===== config.mk =====
export PLATFORM = sky130hd
export DESIGN_NAME = fopre_cfg_regs
export DESIGN_NICKNAME = d
export VERILOG_FILES = /design/src/rtl/fopre_pkg.sv /design/src/rtl/fopre_cfg_regs.sv
export SDC_FILE = /design/constraint.sdc
export NUM_CORES = 1
export LEC_CHECK = 0
export BUFFER_PORTS_ARGS = -buffer_cell sky130_fd_sc_hd__buf_2
export CORE_ASPECT_RATIO = 0.8
export CORE_MARGIN = 2
export CORE_UTILIZATION = 45
export DETAILED_ROUTE_END_ITERATION = 8
export PLACE_DENSITY = 0.71
export SETUP_SLACK_MARGIN = 0.2
export SYNTH_ARGS = -nofsm -noshare
export SYNTH_HDL_FRONTEND = slang
export SYNTH_SLANG_ARGS = --single-unit

===== constraint.sdc =====
create_clock -name clk_i -period 2.4 [get_ports clk_i]
set_clock_uncertainty 0.15 [all_clocks]
set_input_delay 0.24 -clock clk_i [delete_from_list [all_inputs] [get_ports clk_i]]
set_output_delay 0.24 -clock clk_i [all_outputs]
set_load 0.02 [all_outputs]

===== src/rtl/fopre_pkg.sv =====
// Shared constants, types and arithmetic helpers for the pre-emphasis filter.
`timescale 1ns / 1ps

package fopre_pkg;

  localparam int SampleWidth  = 16;
  localparam int CoefFracBits = 16;
  localparam int CoefWidth    = 24;

  // Fed-back output: integer sample bits plus the coefficient fraction bits.
  localparam int AccWidth  = SampleWidth + CoefFracBits;
  // Feedforward sum a0*x + a1*x_prev.
  localparam int FfWidth   = CoefWidth + SampleWidth + 1;
  // Full lane sum before saturation.
  localparam int SumWidth  = (CoefWidth + SampleWidth + 2 > AccWidth) ?
                             (CoefWidth + SampleWidth + 2) : (AccWidth + 1);
  localparam int CfgAddrWidth = 2;
  localparam int DataWidth    = ((2 * SampleWidth + 7) / 8) * 8;

  typedef enum logic [CfgAddrWidth-1:0] {
    CFG_COEF_A0 = 2'd0,
    CFG_COEF_A1 = 2'd1,
    CFG_COEF_FB = 2'd2,
    CFG_IQ_MODE = 2'd3
  } cfg_addr_e;

  typedef struct packed {
    logic signed [CoefWidth-1:0] a0;
    logic signed [CoefWidth-1:0] a1;
    logic signed [CoefWidth-1:0] fb;
  } coef_t;

  // Clamp the wide lane sum into the stored feedback format.
  function automatic logic signed [AccWidth-1:0] sat_acc(input logic signed [SumWidth-1:0] v);
    logic [SumWidth-AccWidth:0] top;
    top = v[SumWidth-1:AccWidth-1];
    if ((&top) || !(|top)) begin
      return v[AccWidth-1:0];
    end else if (v[SumWidth-1]) begin
      return {1'b1, {(AccWidth-1){1'b0}}};
    end else begin
      return {1'b0, {(AccWidth-1){1'b1}}};
    end
  endfunction

  // Drop the fraction bits rounding toward zero, then clamp to a sample.
  function automatic logic signed [SampleWidth-1:0] to_sample(
      input logic signed [AccWidth-1:0] v);
    logic signed [AccWidth:0]      biased;
    logic signed [SampleWidth:0]   whole;
    biased = (AccWidth + 1)'(v);
    if (v[AccWidth-1]) begin
      biased = biased + (AccWidth + 1)'({CoefFracBits{1'b1}});
    end
    whole = biased[AccWidth:CoefFracBits];
    if (whole[SampleWidth] == whole[SampleWidth-1]) begin
      return whole[SampleWidth-1:0];
    end else if (whole[SampleWidth]) begin
      return {1'b1, {(SampleWidth-1){1'b0}}};
    end else begin
      return {1'b0, {(SampleWidth-1){1'b1}}};
    end
  endfunction

endpackage


===== src/rtl/fopre_cfg_regs.sv =====
// Coefficient and mode registers behind the plain write port.
`timescale 1ns / 1ps

module fopre_cfg_regs (
  input  logic                                 clk_i,
  input  logic                                 rst_ni,
  input  logic                                 cfg_we_i,
  input  logic [fopre_pkg::CfgAddrWidth-1:0]   cfg_addr_i,
  input  logic [fopre_pkg::CoefWidth-1:0]      cfg_data_i,
  output fopre_pkg::coef_t                     coef_o,
  output logic                                 iq_mode_o
);

  fopre_pkg::coef_t coef_q;
  logic             iq_mode_q;

  always_ff @(posedge clk_i or negedge rst_ni) begin
    if (!rst_ni) begin
      coef_q.a0 <= fopre_pkg::CoefWidth'(1 << fopre_pkg::CoefFracBits);
      coef_q.a1 <= '0;
      coef_q.fb <= '0;
      iq_mode_q <= 1'b0;
    end else if (cfg_we_i) begin
      case (fopre_pkg::cfg_addr_e'(cfg_addr_i))
        fopre_pkg::CFG_COEF_A0: coef_q.a0 <= cfg_data_i;
        fopre_pkg::CFG_COEF_A1: coef_q.a1 <= cfg_data_i;
        fopre_pkg::CFG_COEF_FB: coef_q.fb <= cfg_data_i;
        fopre_pkg::CFG_IQ_MODE: iq_mode_q <= cfg_data_i[0];
        default: ;
      endcase
    end
  end

  assign coef_o    = coef_q;
  assign iq_mode_o = iq_mode_q;

endmodule


Word-level counts from Yosys, hierarchy flattened
Index checks and enable logic that the tools add are counted.
Widths: inputs -> output; s select.

storage, ports and cells
  register bits after elaboration = 73
  logic and storage cells = 12

operators by class
  equal/unequal tests = 3
  reductions and logical operators = 5

operators with widths
  cell                count
  $reduce_and 2->1    4
  $eq 2x2->1 const B  2
  $eq 2x1->1 const B  1
  $logic_not 2->1     1

Logic depth before layout (Yosys ltp)
  word-level depth = 2
  mapped depth = 3
  depth with buffers taken out = 2

Worst setup path before layout
No wires, ideal clock.

  path type = in2reg
  start = in cfg_addr_i[1] (netlist bit)
  end = reg coef_q (netlist bit coef_o[48])
  library setup time = 125 ps
  arrival = 1054 ps
  path slack = 1071 ps
  stages = 3
  path buffers = 1
  cell sequence = nor3b_4 -> buf_6 -> mux2_2

between the ends
  cells in the longest elaborated chain, start to end = 2

RTL lines
  what                               RTL line              source
  start, declared                    fopre_cfg_regs.sv:8   input logic [fopre_pkg::CfgAddrWidth-1:0] cfg_addr_i,
  $logic_not 2->1                    fopre_cfg_regs.sv:24  case (fopre_pkg::cfg_addr_e'(cfg_addr_i))
  $reduce_and 2->1 (no source line)  --
  end, declared                      fopre_cfg_regs.sv:14  fopre_pkg::coef_t coef_q;

No other way between the ends.
A chain may end at the register's enable or synchronous reset.

Final worst setup path
  start = reg coef_q (netlist bit coef_o[64])
  end = out coef_o[64] (netlist bit)

RTL lines
  what           RTL line              source
  end, declared  fopre_cfg_regs.sv:10  output fopre_pkg::coef_t coef_o,

No word-level cell between the ends.

==> out/qor.csv <==
metric;value;unit
CTS buffer count;9;
vias per cell;4.76;
nets;302;
Reg clk slew, reported paths;0.07;ns
busiest grt layer;met2;
Worst Path Required;2.01;ns
RePlAce Congestion;0.711;
period utilization;0.587;
initial antenna violation count;0;
Mapped Avg Cell Area;17.7;sq um
post-synthesis cell count;156;
met1 usage;0.217;
count of final setup violators;0;
1st-iter DRT viols;66;
setup_tns;0;ns
cell area power density;970;nW/um^2
switching share of total power;0.301;
die height;74.1;um
FF-to-FF path depth;1;
PnR Total Power;3.54;mW
dpl hpwl;3930;um
met3 Usage GRT;0.0659;
Leak;1.76;nW
I/O Buffers;101;
Post-Synthesis Net Count;185;
Buf/Inv on CP;1;
Critical Path AT;1.02;ns
largest fanout on the critical path;2;
share of cells above drive strength 1;0.709;
drt first pass iters;4;
Crit. path cell count;1;
number of global-route vias before repair;1735;
core area;5910;sq um
Longest Clk Path Bufs;2;
clk_lat worst skew;0.33;ns
Combinational Power Share;0.251;
ANT nets after route;0;
# H-tree levels;3;
RSZ-0062 raised after global routing;false;
# diodes;0;
cell breakdown of the critical path;buf_2;
via count;1709;
pin count of the biggest net entering global routing;74;
Residual DRC;0;
DP Worst Slack;0.619;ns
Max Cap Viol;0;
GRT met2 Usage;0.287;
CP Launch Type;flip-flop;
top-area cell type share of the netlist area;0.652;
VDD IR max;0.490;mV
Rel. slew slack;0.566;
cell family with most CP delay;flip-flops;
#FFs+latches synth;73;
final wirelength;5600;um
Crit. End Element;output pin;
Layout area overhead;32.0;%
status;complete, no violations;
reg2reg start;coef_o[31];
ranking of synthesized cells by area;dfrtp_1, mux2_2, clkbuf_8, dfstp_2, buf_6;
worst setup path startpoint;coef_o[64];
Root Driver;clkbuf_8;
Final min period;1.41;ns
Sw Pwr;1.06;mW
Die W;91.6;um
site row count;25;
worst setup path endpoint;coef_o[64];
Final WS setup;0.991;ns
CTS tree;done;
fin. max-slew vios;0;
Hold Path Class;in -> reg;
first-pass GRT wire length;8960;um
Ports;102;
post-cts resize count;0;
Layout Utilization;0.617;
sequential share of power;0.445;
detailed-route wire length per cell;15.6;um
flop-to-flop setup slack;1.48;ns
Slowest Stage Delay on Critical Path;0.53;ns
DP Area;3350;sq um
CP Class;reg -> out;
final-report hold violation count;0;
Die Area;6780;sq um
Reg2Reg Capture Point;coef_o[31];
register area share after synthesis;0.662;
Worst-Margin Slew;0.647;ns
leading area contributor after synthesis;dfrtp_1;
total congestion overflow;0;
Final Non-Filler Cells;359;
Synth cell types;10;
final instance area;3640;sq um
Mapped Area;2760;sq um
tightest hold margin;0.0125;ns
Synth warnings;0;
All-Layer GR Usage;0.175;
CP max-delay cell;dfstp_2;
Sink Count;73;
Clk pwr share;0.304;
post-placement cell count;336;
Initial Util;0.467;
P_int;2.47;mW
achievable frequency;0.710;GHz
[synthesized netlist by cell type]
| cell | number |
|---|---|
| mux2_1 | 1 |
| nor3b_4 | 1 |
| nand3b_2 | 2 |
| buf_4 | 2 |
| buf_6 | 2 |
| dfrtp_1 | 72 |
| clkbuf_8 | 2 |
| mux2_2 | 72 |
| dfstp_2 | 1 |
| nand3_1 | 1 |
[layout make-up]
type,instances,area (sq um)
clock buffers,11,151
clock inverters,5,77.6
fillers,477,2270
multi-input cells,77,868
flip-flops and latches,73,1830
well taps,81,101
repair buffers,112,618
[cell families (layout without fill, tap and decap cells)]
logic type | after synthesis | after routing | share of synthesized area
buf+inv | 6 | 128 | 0.0236
mux | 73 | 73 | 0.298
simple gates | 4 | 4 | 0.0168
flops | 73 | 73 | 0.662
[layout by cell type (no fill, tap or decap)]
cell	n
clkinv_2	2
nor3b_4	1
buf_2	101
buf_12	1
buf_4	3
mux2_2	72
bufinv_16	2
dfrtp_1	72
clkbuf_8	11
nand3b_2	2
dlygate4sd3_1	7
clkinvlp_4	1
nand3_1	1
dfstp_2	1
mux2_1	1
[metal layers]
layer	wire length, um	part of all wire	vias to the layer above
li1	-	-	786
met3	323	0.058	4
met4	42	0.0075	0
met2	2890	0.52	51
met5	0	0	-
met1	2350	0.42	868
[what timing repair did]
action,in CTS,in global routing
hold buffers,4,3
setup buffers,0,0
endpoints found under the hold margin,76,4
[power groups by stage]
stage,logic [mW],registers [mW],clock network [mW]
after floorplan,0.236,1.89,0
after global placement,0.878,1.58,0
after detailed placement,0.893,1.60,0
after CTS,0.900,1.57,1.11
after global routing,0.943,1.60,1.17
final,0.887,1.57,1.08
[sequential cells by signal (all words and copies together), names as in the netlist]
signal / cells
iq_mode_o: 1
coef_o: 72
[worst min path at each step]
stage	startpoint	end	slack (ns)	cells after the start
2_1_floorplan	rst_ni	coef_o[0]	-0.21	0
4_1_cts	cfg_data_i[20]	coef_o[68]	0.0007	2
6_report	cfg_data_i[19]	coef_o[19]	0.01	2
3_3_place_gp	rst_ni	coef_o[59]	0.15	2
5_1_grt	cfg_data_i[20]	coef_o[68]	0.002	2
3_5_place_dp	rst_ni	coef_o[53]	0.15	2
Note: power is estimated with default switching activity, not from simulation.
