File: config.mk
export PLATFORM = sky130hd
export DESIGN_NAME = fopre_lane
export DESIGN_NICKNAME = d
export VERILOG_FILES = /design/src/rtl/fopre_pkg.sv /design/src/rtl/fopre_lane.sv
export SDC_FILE = /design/constraint.sdc
export NUM_CORES = 2
export LEC_CHECK = 0
export BUFFER_PORTS_ARGS = -buffer_cell sky130_fd_sc_hd__buf_2
export CORE_MARGIN = 3
export CORE_UTILIZATION = 50
export CTS_BUF_LIST = sky130_fd_sc_hd__clkbuf_2 sky130_fd_sc_hd__clkbuf_4 sky130_fd_sc_hd__clkbuf_8
export DETAILED_ROUTE_END_ITERATION = 12
export HOLD_SLACK_MARGIN = 0.05
export PLACE_DENSITY = 0.65
export SLEW_MARGIN = 10
export SYNTH_ARGS = -nofsm -noshare
export SYNTH_HDL_FRONTEND = slang
export SYNTH_SLANG_ARGS = --single-unit
export TNS_END_PERCENT = 1
File: constraint.sdc
create_clock -name clk_i -period 20.4 [get_ports clk_i]
set_input_delay 4.08 -clock clk_i [delete_from_list [all_inputs] [get_ports clk_i]]
set_output_delay 4.08 -clock clk_i [all_outputs]
set_load 0.05 [all_outputs]
File: src/rtl/fopre_pkg.sv
// Shared constants, types and arithmetic helpers for the pre-emphasis filter.
`timescale 1ns / 1ps

package fopre_pkg;

  localparam int SampleWidth  = 16;
  localparam int CoefFracBits = 16;
  localparam int CoefWidth    = 24;

  // Fed-back output: integer sample bits plus the coefficient fraction bits.
  localparam int AccWidth  = SampleWidth + CoefFracBits;
  // Feedforward sum a0*x + a1*x_prev.
  localparam int FfWidth   = CoefWidth + SampleWidth + 1;
  // Full lane sum before saturation.
  localparam int SumWidth  = (CoefWidth + SampleWidth + 2 > AccWidth) ?
                             (CoefWidth + SampleWidth + 2) : (AccWidth + 1);
  localparam int CfgAddrWidth = 2;
  localparam int DataWidth    = ((2 * SampleWidth + 7) / 8) * 8;

  typedef enum logic [CfgAddrWidth-1:0] {
    CFG_COEF_A0 = 2'd0,
    CFG_COEF_A1 = 2'd1,
    CFG_COEF_FB = 2'd2,
    CFG_IQ_MODE = 2'd3
  } cfg_addr_e;

  typedef struct packed {
    logic signed [CoefWidth-1:0] a0;
    logic signed [CoefWidth-1:0] a1;
    logic signed [CoefWidth-1:0] fb;
  } coef_t;

  // Clamp the wide lane sum into the stored feedback format.
  function automatic logic signed [AccWidth-1:0] sat_acc(input logic signed [SumWidth-1:0] v);
    logic [SumWidth-AccWidth:0] top;
    top = v[SumWidth-1:AccWidth-1];
    if ((&top) || !(|top)) begin
      return v[AccWidth-1:0];
    end else if (v[SumWidth-1]) begin
      return {1'b1, {(AccWidth-1){1'b0}}};
    end else begin
      return {1'b0, {(AccWidth-1){1'b1}}};
    end
  endfunction

  // Drop the fraction bits rounding toward zero, then clamp to a sample.
  function automatic logic signed [SampleWidth-1:0] to_sample(
      input logic signed [AccWidth-1:0] v);
    logic signed [AccWidth:0]      biased;
    logic signed [SampleWidth:0]   whole;
    biased = (AccWidth + 1)'(v);
    if (v[AccWidth-1]) begin
      biased = biased + (AccWidth + 1)'({CoefFracBits{1'b1}});
    end
    whole = biased[AccWidth:CoefFracBits];
    if (whole[SampleWidth] == whole[SampleWidth-1]) begin
      return whole[SampleWidth-1:0];
    end else if (whole[SampleWidth]) begin
      return {1'b1, {(SampleWidth-1){1'b0}}};
    end else begin
      return {1'b0, {(SampleWidth-1){1'b1}}};
    end
  endfunction

endpackage

File: src/rtl/fopre_lane.sv
// One filter lane: feedforward stage, then feedback stage with the output register.
`timescale 1ns / 1ps

module fopre_lane (
  input  logic                                        clk_i,
  input  logic                                        rst_ni,
  input  fopre_pkg::coef_t                            coef_i,
  input  logic signed [fopre_pkg::SampleWidth-1:0]    x_i,
  input  logic                                        load_i,
  input  logic                                        step_i,
  output logic signed [fopre_pkg::SampleWidth-1:0]    y_o
);

  localparam int SW = fopre_pkg::SampleWidth;
  localparam int CW = fopre_pkg::CoefWidth;
  localparam int FB = fopre_pkg::CoefFracBits;

  logic signed [SW-1:0]                    last_in_q;
  logic signed [fopre_pkg::FfWidth-1:0]    ff_d, ff_q;
  logic signed [CW+SW-1:0]                 prod_a0, prod_a1;
  logic signed [fopre_pkg::AccWidth-1:0]   y_d, y_q;
  logic signed [SW-1:0]                    out_q;
  logic signed [SW-1:0]                    y_hi;
  logic signed [FB:0]                      y_lo;
  logic signed [CW+SW-1:0]                 fb_hi;
  logic signed [CW+FB:0]                   fb_lo;
  logic signed [CW:0]                      fb_lo_sh;
  logic signed [fopre_pkg::SumWidth-1:0]   sum;

  // Feedforward part uses only the new and the previous input.
  always_comb begin
    prod_a0 = coef_i.a0 * x_i;
    prod_a1 = coef_i.a1 * last_in_q;
    ff_d    = fopre_pkg::FfWidth'(prod_a0) + fopre_pkg::FfWidth'(prod_a1);
  end

  // Feedback product split in a signed high half and an unsigned low half;
  // only the low half loses bits to the floor.
  always_comb begin
    y_hi     = y_q[fopre_pkg::AccWidth-1:FB];
    y_lo     = {1'b0, y_q[FB-1:0]};
    fb_hi    = coef_i.fb * y_hi;
    fb_lo    = coef_i.fb * y_lo;
    fb_lo_sh = fb_lo[CW+FB:FB];
    sum      = fopre_pkg::SumWidth'(ff_q) + fopre_pkg::SumWidth'(fb_hi)
             + fopre_pkg::SumWidth'(fb_lo_sh);
    y_d      = fopre_pkg::sat_acc(sum);
  end

  always_ff @(posedge clk_i or negedge rst_ni) begin
    if (!rst_ni) begin
      last_in_q <= '0;
      y_q       <= '0;
    end else begin
      if (load_i) begin
        last_in_q <= x_i;
      end
      if (step_i) begin
        y_q <= y_d;
      end
    end
  end

  always_ff @(posedge clk_i) begin
    if (load_i) begin
      ff_q <= ff_d;
    end
    if (step_i) begin
      out_q <= fopre_pkg::to_sample(y_d);
    end
  end

  assign y_o = out_q;

endmodule

Word level (Yosys, flattened, before mapping). Cells that the tools add are included.

Flip-flop bits (word level): 105. Input port bits: 92. Output and inout bits: 16. Word-level logic and storage cells: 23.

Add/subtract/negate cells: 4. Multiply operators: 4. Equal/unequal tests: 1. Muxes and demuxes: 6. Reductions and logical operators: 4.

Operator list (count): multiplier 24 x 16 -> 40 bit (3); two-way mux 33 bit (2); two-way mux 32 bit (2); adder 41 x 40 -> 42 bit (1); adder 42 x 25 -> 42 bit (1); adder 40 x 40 -> 41 bit (1); multiplier 24 x 17 -> 41 bit (1); adder 32 x 17 -> 33 bit (second input constant) (1); two-way mux 16 bit (2); AND reduction 11 bit (1); OR reduction 11 bit (1); == test 1 bit (1); zero test 1 bit (1); logical OR 1 bit (1).

Longest topological paths before layout.
Depth in word-level cells: 12. Mapped depth: 52.

Least setup slack after synthesis. Ideal clock, no wire load.

Path type: input -> register. Start point: input coef_i[7] (netlist name). End point: register y_q[19] (netlist name). Setup time: 0.077 ns. Data arrival time: 17.247 ns. Data required time: 20.323 ns. Setup slack: 3.076 ns. Cell stages on the path: 51. Path buffers: 4. Cell sequence: clkbuf_1 -> nand2_1 -> fa_1 -> inv_1 -> fa_1 -> inv_1 -> fa_1 -> inv_1 -> fa_1 -> fa_1 -> inv_1 -> fa_1 -> inv_1 -> ha_1 -> nand4_1 -> a2111oi_0 -> a21oi_1 -> o211ai_1 -> (+15 left out) -> fa_1 -> inv_1 -> ha_1 -> buf_6 -> a21o_1 -> a21o_1 -> a21o_1 -> a221o_1 -> a22o_1 -> a31o_1 -> and4bb_1 -> nand4_1 -> nor4_4 -> or2_1 -> buf_6 -> buf_12 -> mux2_4 -> a21oi_1.

Longest elaborated chain between the ends: 7. Elaborated cells on any way between the ends: 10. Those cells by class: 2 x add/sub; 2 x mul; 2 x mux; 4 x reduce/logical.

Ends and longest elaborated chain: from (decl) (line fopre_lane.sv:7) `input fopre_pkg::coef_t coef_i,`; multiplier 24 x 16 -> 40 bit (line fopre_lane.sv:42) `fb_hi = coef_i.fb * y_hi;`; adder 41 x 40 -> 42 bit (line fopre_lane.sv:45) `sum = fopre_pkg::SumWidth'(ff_q) + fopre_pkg::SumWidth'(fb_hi)`; adder 42 x 25 -> 42 bit * (line fopre_lane.sv:46) `+ fopre_pkg::SumWidth'(fb_lo_sh);`; OR reduction 11 bit (line fopre_pkg.sv:37) `if ((&top) || !(|top)) begin`; zero test 1 bit (line fopre_pkg.sv:37); logical OR 1 bit (line fopre_pkg.sv:37); two-way mux 32 bit * (line fopre_pkg.sv:37); to (signal assigned) (line fopre_lane.sv:59) `y_q <= y_d;`; to (decl) (line fopre_lane.sv:21) `logic signed [fopre_pkg::AccWidth-1:0] y_d, y_q;`.

Mark *: on every way between the ends. The rest lies on a longest branch, timed or not. A chain may end at the register's enable or synchronous reset.

Worst setup path after layout.
Start point: input coef_i[8] (netlist name). End point: register y_q[24] (netlist name).

The elaborated chain is that of the path after synthesis.

==> results_dict.tcl <==
set metrics [dict create \
    status "complete, no violations" \
    slowest_delay_ns 0.80 \
    worst_ep_required_time_ns 20.66 \
    min_path_type "reg -> reg" \
    gp_congestion 0.898 \
    num_io_pins 108 \
    skew_ns 0.0481 \
    cts_resized 0 \
    initial_core_util 0.505 \
    syn_nets 8757 \
    ant_nets 0 \
    async_reset_ff_frac 0.457 \
    finish.net_count 8623 \
    nFillCells 11400 \
    drt_iter0_drc 2293 \
    grt_max_degree 70 \
    period_needed_ns 18.46 \
    syn2layout_area_growth_pct 3.10 \
    die_area_sq_mm 0.127 \
    rsz0062_at_grt "false" \
    synthDistinctLibCells 87 \
    vias 42200 \
    cp-end-kind "flip-flop" \
    final_common_cell "inv_1" \
    via_per_inst 5.21 \
    avgSynthCellArea_sq_um 9.32 \
    syn_area_sq_mm 0.0616 \
    setup_viol 0 \
    core_sq_mm 0.122 \
    numPortBuffers 107 \
    drive_above_1_share 0.0347 \
    yosysSeqAreaShare 0.0473 \
    synth_cells 6612 \
    hpwl_mm 129 \
    slew_headroom 0.142 \
    crit_path_start "coef_i[8]" \
    cts_tree "done" \
    rows 128 \
    first_pass_iters 5 \
    fin_crit_sh 0.905 \
    cts_setup_buffers 0 \
    drt-total-wl_mm 153 \
    clkTransAtPathRegs_ns 0.11 \
    critPathKind "in -> reg" \
    synth-seq-cells 105 \
    fmax_mhz 54.2 \
    grt_first_pass_wirelength_mm 253 \
    hp-start "last_in_q[13]" \
    cts_buffer_depth 2 \
    wire_per_inst_microns 18.8 \
    fp.dieW_microns 357 \
    cp_common_cell "fa_1" \
    drc 0 \
    cp-start-kind "primary input" \
    maxCapViolCount 0 \
    die_height_microns 357 \
    grt_pass1_vias 46600 \
    antenna_found_initial 19 \
    tightest_slew_ns 1.29 \
    cts.htree.levels 3 \
    cts_made_buffers 9 \
    cts_hold_buf 0 \
    gr-total-overflow 0 \
    drv_slew 0 \
    cp_slowest_cell "or2_2" \
    hold_viol_final 0 \
    clk_latency_ns 0.45 \
    r2r_start "y_q[4]" \
    clock-sinks 105 \
    ys_warn_count 0 \
    clock_tree.root_cell "clkbuf_8" \
    track_usage 0.253 \
    ys.flop_type "edfxtp_1" \
    path_max_fanout 43 \
    layout_common_cells "inv_1, fa_1, nand2_1" \
    finalSetupTns_ns 0 \
    synth_edf_count 57 \
    worst_ep_arrival_time_ns 18.72 \
]
-- state kept, by name (all words and copies together), names as in the netlist --
register,count
last_in_q,16
y_o,16
y_q,32
ff_q,41
-- metal layers --
layer	global-route usage	routed length (microns)	up-vias	share of wire
met2	0.444	76800	1206	0.50
li1	-	-	18600	-
met1	0.338	63200	22200	0.41
met3	0.0305	9480	211	0.062
met5	0	36	-	0.00024
met4	0.0534	3400	6	0.022
-- kinds of logic (layout without fill, tap and decap cells) --
kind of cell,Yosys count,after routing,share of synthesized area
xor gates and xnor gates,133,133,0.0189
and+or+nand+nor,1825,1825,0.139
AOI/OAI and AO/OA,336,336,0.0358
adders and majority gates,2053,2053,0.620
DFF,105,105,0.0473
muxes,50,50,0.00910
other,0,7,0
buffers and inverters,2110,1981,0.130
-- worst max-delay path: cells and delay by family --
family | cells | cell delay [ns]
adders and majority gates | 14 | 6.30
AOI/OAI and AO/OA | 16 | 4.43
and+or+nand+nor | 6 | 1.75
buffers and inverters | 7 | 1.51
xor gates and xnor gates | 2 | 0.28
muxes | 1 | 0.28
-- final timing paths --
path | cells after the start | endpoint | slack [ns]
max reg2reg | 45 | y_q[24] | 5.03
min reg2reg | 1 | last_in_q[13] | 0.54
max in group asynchronous | 2 | last_in_q[14] | 16.02
min | 1 | last_in_q[13] | 0.54
min in group asynchronous | 2 | last_in_q[4] | 3.72
max | 46 | y_q[24] | 1.94
-- cell type report --
type                            count  area (sq um)  area share
Multi-Input combinational cell   4397         50700       0.798
Inverter                         1824          6850       0.108
Sequential cell                   105          2910      0.0459
Tap cell                         1625          2030      0.0320
Timing Repair Buffer              141           791      0.0125
Clock buffer                       10           138     0.00217
Clock inverter                      6          67.6     0.00106
Antenna cell                        7          17.5    0.000276
-- synthesized netlist by cell type (5+ instances only) --
cell type | n | area share
mux2_4 | 7 | 0.0017
edfxtp_1 | 57 | 0.028
nor3_1 | 28 | 0.0023
a21oi_1 | 95 | 0.0077
mux2_2 | 20 | 0.0037
o21bai_1 | 13 | 0.0016
dfrtp_1 | 48 | 0.020
o21ai_0 | 73 | 0.0059
nand2_1 | 1070 | 0.065
nor4_1 | 6 | 0.00061
a211oi_1 | 13 | 0.0016
o21ba_1 | 5 | 0.00081
xnor2_1 | 98 | 0.014
o21ai_1 | 7 | 0.00057
nor2_1 | 88 | 0.0054
and2_1 | 463 | 0.047
a31oi_1 | 17 | 0.0017
nand2b_1 | 76 | 0.0077
o21a_1 | 11 | 0.0013
a21o_1 | 32 | 0.0039
nand4_1 | 11 | 0.0011
nor2b_1 | 13 | 0.0013
ha_1 | 389 | 0.079
a21boi_0 | 5 | 0.00061
clkbuf_1 | 271 | 0.017
mux2i_1 | 23 | 0.0037
nand3_1 | 24 | 0.0020
xor2_1 | 35 | 0.0050
and3_1 | 16 | 0.0016
a21oi_2 | 8 | 0.0011
o211ai_1 | 7 | 0.00085
inv_1 | 1824 | 0.11
fa_1 | 1664 | 0.54
or2_2 | 5 | 0.00051
-- per-stage QoR --
step                hold WS [ns]  setup slack (ns)  instance area, sq um   util  cells
global placement           0.491              1.81                 63300  0.519   8092
CTS                        0.532              1.99                 63500  0.520   8108
floorplan                  0.542              3.08                 61600      -   6612
detailed placement         0.507              1.58                 63300  0.519   8092
finish                     0.536              1.94                 63500  0.520   8115
global route               0.535             0.967                 63500  0.520   8114
Power is not shown: default switching activity piles up to over one toggle a cycle in this logic, so the estimate is an artifact.
